**config.mk**
```make
export PLATFORM = sky130hd
export DESIGN_NAME = rrmqd_rr_ptr
export DESIGN_NICKNAME = d
export VERILOG_FILES = /design/src/design/rrmqd_pkg.sv /design/src/design/rrmqd_rr_ptr.sv
export SDC_FILE = /design/constraint.sdc
export NUM_CORES = 1
export LEC_CHECK = 0
export ABC_AREA = 1
export BUFFER_PORTS_ARGS = -buffer_cell sky130_fd_sc_hd__clkbuf_2
export CAP_MARGIN = 20
export CORE_AREA = 2 2 39 41
export CTS_CLUSTER_DIAMETER = 200
export DETAILED_ROUTE_END_ITERATION = 7
export DIE_AREA = 0 0 41 43
export GPL_TIMING_DRIVEN = 0
export PLACE_DENSITY_LB_ADDON = 0.2
export SETUP_SLACK_MARGIN = 0.02
export SKIP_LAST_GASP = 1
export SLEW_MARGIN = 30
export SYNTH_ARGS = -nofsm -noshare
export SYNTH_HDL_FRONTEND = slang
export SYNTH_SLANG_ARGS = --single-unit
```
**constraint.sdc**
```tcl
create_clock -name clk -period 2.1 [get_ports clk]
set_input_delay 0.21 -clock clk [delete_from_list [all_inputs] [get_ports clk]]
set_output_delay 0.21 -clock clk [all_outputs]
set_load 0.02 [all_outputs]
```
**src/design/rrmqd_pkg.sv**
```systemverilog
package rrmqd_pkg;

  // Field widths of the channels
  localparam int WIDX_W     = 3;
  localparam int HANDLE_W   = 16;
  localparam int ARG_W      = 32;
  localparam int WIU_W      = 4;
  localparam int SPW_W      = 7;
  localparam int CFG_IDX_W  = 2;
  localparam int CFG_DATA_W = 7;

  // Configuration register indexes
  localparam logic [CFG_IDX_W-1:0] CFG_WORKERS = 2'd0;
  localparam logic [CFG_IDX_W-1:0] CFG_SLOTS   = 2'd1;

  typedef enum logic {
    OP_ENQ = 1'b0,
    OP_DEQ = 1'b1
  } op_t;

  typedef enum logic [1:0] {
    ST_ENQ   = 2'd0,
    ST_DROP  = 2'd1,
    ST_DEQ   = 2'd2,
    ST_EMPTY = 2'd3
  } status_t;

  typedef enum logic [1:0] {
    S_IDLE,
    S_META,
    S_PUSH
  } state_t;

endpackage

```
**src/design/rrmqd_rr_ptr.sv**
```systemverilog
module rrmqd_rr_ptr #(
  parameter int MAX_WORKERS = 8
) (
  input  logic                            clk,
  input  logic                            rst,
  input  logic [rrmqd_pkg::WIU_W-1:0]     workers_in_use,
  input  logic                            reload,
  input  logic                            advance,
  output logic [((MAX_WORKERS > 1) ? $clog2(MAX_WORKERS) : 1)-1:0] worker,
  output logic                            busy
);

  localparam int WW = (MAX_WORKERS > 1) ? $clog2(MAX_WORKERS) : 1;
  localparam int NW = $clog2(MAX_WORKERS + 1);

  logic [NW-1:0] count;
  logic [WW-1:0] ptr;
  logic [WW-1:0] raw;
  logic [WW-1:0] ptr_step;
  logic          renorm;

  // Saturate the worker count into 1..MAX_WORKERS
  always_comb begin
    if (workers_in_use == '0) begin
      count = NW'(1);
    end else if (32'(workers_in_use) > 32'(MAX_WORKERS)) begin
      count = NW'(MAX_WORKERS);
    end else begin
      count = NW'(workers_in_use);
    end
  end

  // Worker that follows the current one under the current count
  assign ptr_step = (32'(ptr) + 32'd1 >= 32'(count)) ? '0 : ptr + WW'(1);

  // Keep the pointer as last advanced in raw; after a count change, fold a
  // copy of it back below the count by one subtraction per cycle
  always_ff @(posedge clk) begin
    if (rst) begin
      ptr    <= '0;
      raw    <= '0;
      renorm <= 1'b0;
    end else if (reload) begin
      renorm <= 1'b1;
      if (advance) begin
        ptr <= ptr_step;
        raw <= ptr_step;
      end else begin
        ptr <= raw;
      end
    end else if (renorm) begin
      if (32'(ptr) >= 32'(count)) begin
        ptr <= ptr - WW'(count);
      end else begin
        renorm <= 1'b0;
      end
    end else if (advance) begin
      ptr <= ptr_step;
      raw <= ptr_step;
    end
  end

  assign worker = ptr;
  assign busy   = renorm;

endmodule

```
After elaboration in Yosys (flattened, before gate mapping)
Cells that the tools add are included.

Word-level logic and storage cells: 27. Input bits: 8. Flip-flop bits (word level): 7. Output and inout port bits: 4.

Reduce and logical (&&, ||, !) cells: 3. Add/subtract/negate cells: 3. $lt $le $gt $ge: 3. Mux-type cells: 13. Equality and inequality tests: 2.

Operators with widths (count): 3-bit two-way mux (8); 4-bit two-way mux (2); 3-bit by 1-bit adder with 4-bit output (second input constant) (1); 3-bit by 4-bit >= comparator with 1-bit output (1); 4-bit >= comparator (1); 4-bit greater-than comparator (second input constant) (1); 4-bit zero test (1); 3-bit by 1-bit adder with 3-bit output (second input constant) (1); 1-bit two-way mux (3); 3-bit by 2-bit inequality test with 1-bit output (second input constant) (1); 3-bit nonzero test (1); 3-bit subtractor (1); 2-bit inequality test (second input constant) (1); 2-bit AND reduction (1).

Depth between registers and ports, before layout
Word-level depth: 8. Mapped depth: 13. Depth with buffers taken out: 13.

Least setup slack after synthesis
No wires, ideal clock.

Kind: flip-flop to flip-flop. Start point: reg ptr[0], in the netlist worker[0]. End point: reg ptr[2], in the netlist worker[2]. Slack: 0.290 ns. Arrival time: 1.740 ns. Setup time: 0.070 ns. Cell stages (with the launch flop): 11. Path buffers: 0. Period minus slack after synthesis: 1.810 ns. Data required time: 2.030 ns. Path through: dfxtp_1 > inv_1 > ha_1 > fa_1 > inv_1 > nand3_1 > nand4_1 > nand2_1 > inv_2 > o21ai_0 > a21oi_1.

Word-level cells in the longest chain between the ends: 6. Elaborated cells between the ends (all ways): 13. Those cells by class: add/sub: 3; order compare: 2; eq/ne: 1; mux: 6; reduce/logical: 1.

Ends and longest elaborated chain: start, declared (RTL line rrmqd_rr_ptr.sv:17) `logic [WW-1:0] ptr;`; start signal, assigned (RTL line rrmqd_rr_ptr.sv:46) `ptr <= ptr_step;`; start signal, assigned (RTL line rrmqd_rr_ptr.sv:49) `ptr <= raw;`; start signal, assigned (RTL line rrmqd_rr_ptr.sv:53) `ptr <= ptr - WW'(count);`; 3-bit by 1-bit adder with 4-bit output (RTL line rrmqd_rr_ptr.sv:34) `assign ptr_step = (32'(ptr) + 32'd1 >= 32'(count)) ? '0 : ptr + WW'(1);`; 4-bit >= comparator (RTL line rrmqd_rr_ptr.sv:34); 3-bit two-way mux (RTL line rrmqd_rr_ptr.sv:34); 3-bit two-way mux (RTL line rrmqd_rr_ptr.sv:57) `end else if (advance) begin`; 3-bit two-way mux (RTL line rrmqd_rr_ptr.sv:51) `end else if (renorm) begin`; 3-bit two-way mux (RTL line rrmqd_rr_ptr.sv:43) `end else if (reload) begin`.

Several ways; a longest one is shown, not always the timed one. The select of a mux whose other input is x is not followed. A chain may end at the register's enable or synchronous reset.

Final worst setup path
Start point: reg ptr[1], in the netlist worker[1]. End point: reg ptr[1], in the netlist worker[1].

The elaborated chain is that of the path after synthesis.

==> results.sh <==
export IMPL_ys_seq_area_share_pct=21.5
export IMPL_routedWlPerCell_um=10.8
export IMPL_cts_tree="built"
export IMPL_dp_cells=123
export IMPL_vias=637
export IMPL_rsz0062_at_grt="false"
export IMPL_powerDensity_mw_per_mm2=676
export IMPL_sw_frac_of_total_pct=39.6
export IMPL_relSlewSlack_pct=82.3
export IMPL_die_y_um=43
export IMPL_setup_tns_ps=0
export IMPL_die_w_um=41
export IMPL_worst_pin_slew_ps=265
export IMPL_antenna_found_initial=0
export IMPL_hold_ws_ps=121
export IMPL_port_buffer_count=11
export IMPL_postSynthAreaPerCell_um2=6.79
export IMPL_hp_class="input port to flip-flop"
export IMPL_power_frac_comb_pct=42.3
export IMPL_syn_to_final_growth_pct=15.5
export IMPL_syn_nets=113
export IMPL_stdcell_count=127
export IMPL_hold_violations=0
export IMPL_p_seq_share_pct=33.2
export IMPL_clk_pin_slew_ps=50
export IMPL_max_cap_viol_count=0
export IMPL_clockBufferDepth=2
export IMPL_dpl_worst_slack_ps=151
export IMPL_slew_violations=0
export IMPL_cts_root_buf="clkbuf_4"
export IMPL_design_area_um2=753
export IMPL_drtIter0Drc=8
export IMPL_cts_max_level=1
export IMPL_max_freq_mhz=549
export IMPL_fin_ws_ps=280
export IMPL_post_cts_buffers=0
export IMPL_synthesis_area_um2=652
export IMPL_multiInputGateArea_um2=437
export IMPL_start_util_pct=47.1
export IMPL_grt_pass1_vias=546
export IMPL_status="completed"
export IMPL_end_kind="flip-flop"
export IMPL_drt_wl_total_mm=1.37
export IMPL_place_congestion=0.815
export IMPL_power_leakage_nw=0.428
export IMPL_required_ps=2290
export IMPL_grt_pass1_wl_mm=2.19
export IMPL_overflow=0
export IMPL_rows=14
export IMPL_cts_hold_fix_buffers=0
export IMPL_grt_start_max_net_pins=8
export IMPL_crit_family="adder cells"
export IMPL_cp_arrival_ps=2010
export IMPL_finalSetupViolations=0
export IMPL_coreArea_mm2=0.00138
export IMPL_cts_buffers=3
export IMPL_worstPathMaxFanout=5
export IMPL_finalCritPeriodShare_pct=86.7
export IMPL_ios=12
export IMPL_ys_seq_elements=7
export IMPL_via_per_inst=5.02
export IMPL_drive_above_1_share_pct=18.9
export IMPL_n_antenna_cell=0
export IMPL_grt_usage_pct=19.0
export IMPL_fillCellCount=140
export IMPL_seq_area_um2=140
export IMPL_power_internal_mw=0.307
export IMPL_cp_start_kind="flip-flop"
export IMPL_dieArea_mm2=0.00176
export IMPL_drt_pass1_iter_count=4
export IMPL_drtAntennaViolNets=0
export IMPL_yosysWarnings=0
export IMPL_power_total_mw=0.509
export IMPL_critical_path_class="flip-flop to flip-flop"
export IMPL_power_frac_clock_pct=24.5
export IMPL_cp_cell_sequence="ha_1 -> xor2_2 -> ha_1 -> nand2_1 -> inv_1 -> nand2_2 -> nand3_1 -> nand2_1 -> nand3_1 -> a21oi_1"
export IMPL_cp_num_buf_inv=1
export IMPL_slowest_stage="dfxtp_1"
export IMPL_cts_resized=0
export IMPL_cts_sinks=7
export IMPL_critical_path_max_stage_delay_ps=420
export IMPL_drc=0
export IMPL_fin_crit_ps=1820
export IMPL_postPlaceCellArea_um2=727
export IMPL_clk_latency_ps=260
export IMPL_synthDistinctLibCells=20
export IMPL_fin_nets=129
export IMPL_fin_worst_skew_ps=4.29
export IMPL_synthCells=96
export IMPL_dp_hpwl_mm=1.14
export IMPL_final_util_pct=54.4
export IMPL_ir_drop_v=0.000387
export IMPL_power_switching_mw=0.202
==> cells in the mapped netlist <==
master	instances	area share (%)
xor2_2	1	2.5
a21o_1	1	1.2
nor2_1	2	1.2
ha_1	8	15
nand2_2	1	0.96
inv_1	19	11
o21ai_0	4	3.1
o211ai_1	2	2.3
dfxtp_1	7	21
nor3_1	1	0.77
inv_2	1	0.58
a21oi_1	9	6.9
a21oi_4	1	2.5
or2_2	2	1.9
nand3_1	11	8.4
fa_1	1	3.1
nor2_2	1	0.96
nand4_1	4	3.8
o21ai_1	3	2.3
nand2_1	17	9.8
==> power by group through the flow <==
stage / Clock, mW / Sequential [mW] / Combinational [mW]
detailed placement: 0 / 0.172 / 0.214
floorplan: 0 / 0.180 / 0.153
global route: 0.137 / 0.172 / 0.244
finish: 0.125 / 0.169 / 0.215
CTS: 0.129 / 0.169 / 0.216
global placement: 0 / 0.171 / 0.211
==> layout make-up <==
cell class              instances  share of cell area, %
well taps                      16                   2.66
inverters                      20                   9.97
clock buffers                   4                   3.49
multi-input cells              69                   58.0
flip-flops and latches          7                   18.6
repair buffers                 11                   7.31
==> placed cells by master (no fill, tap or decap) <==
cell type,n
or2_2,2
clkbuf_4,3
inv_2,1
nand3_1,11
clkbuf_2,11
ha_1,8
nand2_1,17
o21ai_1,3
nor3_1,1
nand4_1,4
xor2_2,1
a21oi_4,1
a21o_1,1
nand2_2,1
o21ai_0,4
fa_1,1
o211ai_1,2
nor2_2,1
dfxtp_1,7
clkbuf_1,1
inv_1,19
nor2_1,2
a21oi_1,9
==> final timing paths <==
kind / depth (start not counted) / from / slack [ps] / to
max reg2reg: 10 / worker[1]$_SDFFE_PP0P_ / 280 / worker[1]$_SDFFE_PP0P_
max: 10 / worker[1]$_SDFFE_PP0P_ / 280 / worker[1]$_SDFFE_PP0P_
min: 2 / rst / 120 / busy$_SDFF_PP0_
min reg2reg: 2 / raw[0]$_SDFFE_PP0P_ / 500 / raw[0]$_SDFFE_PP0P_
==> flip-flops by register name, summed over array words and instances (netlist names) <==
name    flops
busy        1
worker      3
raw         3
==> metal layers <==
layer / share of wire, % / up-vias / GRT usage, %
li1: - / 350 / -
met1: 46 / 270 / 22.1
met2: 49 / 13 / 30.3
met3: 3.4 / 4 / 1.57
met4: 1.8 / 0 / 14.0
met5: 0 / - / 0
==> cells by family after synthesis <==
kind of cell | Yosys count | synth area share [%]
AND/OR/NAND/NOR | 39 | 27.8
AO/OA/AOI/OAI | 20 | 18.2
buffers and inverters | 20 | 11.5
adder cells (fa/ha/maj) | 9 | 18.4
flip-flops | 7 | 21.5
XOR/XNOR | 1 | 2.50
No activity file was read; power rests on OpenSTA's default activity.
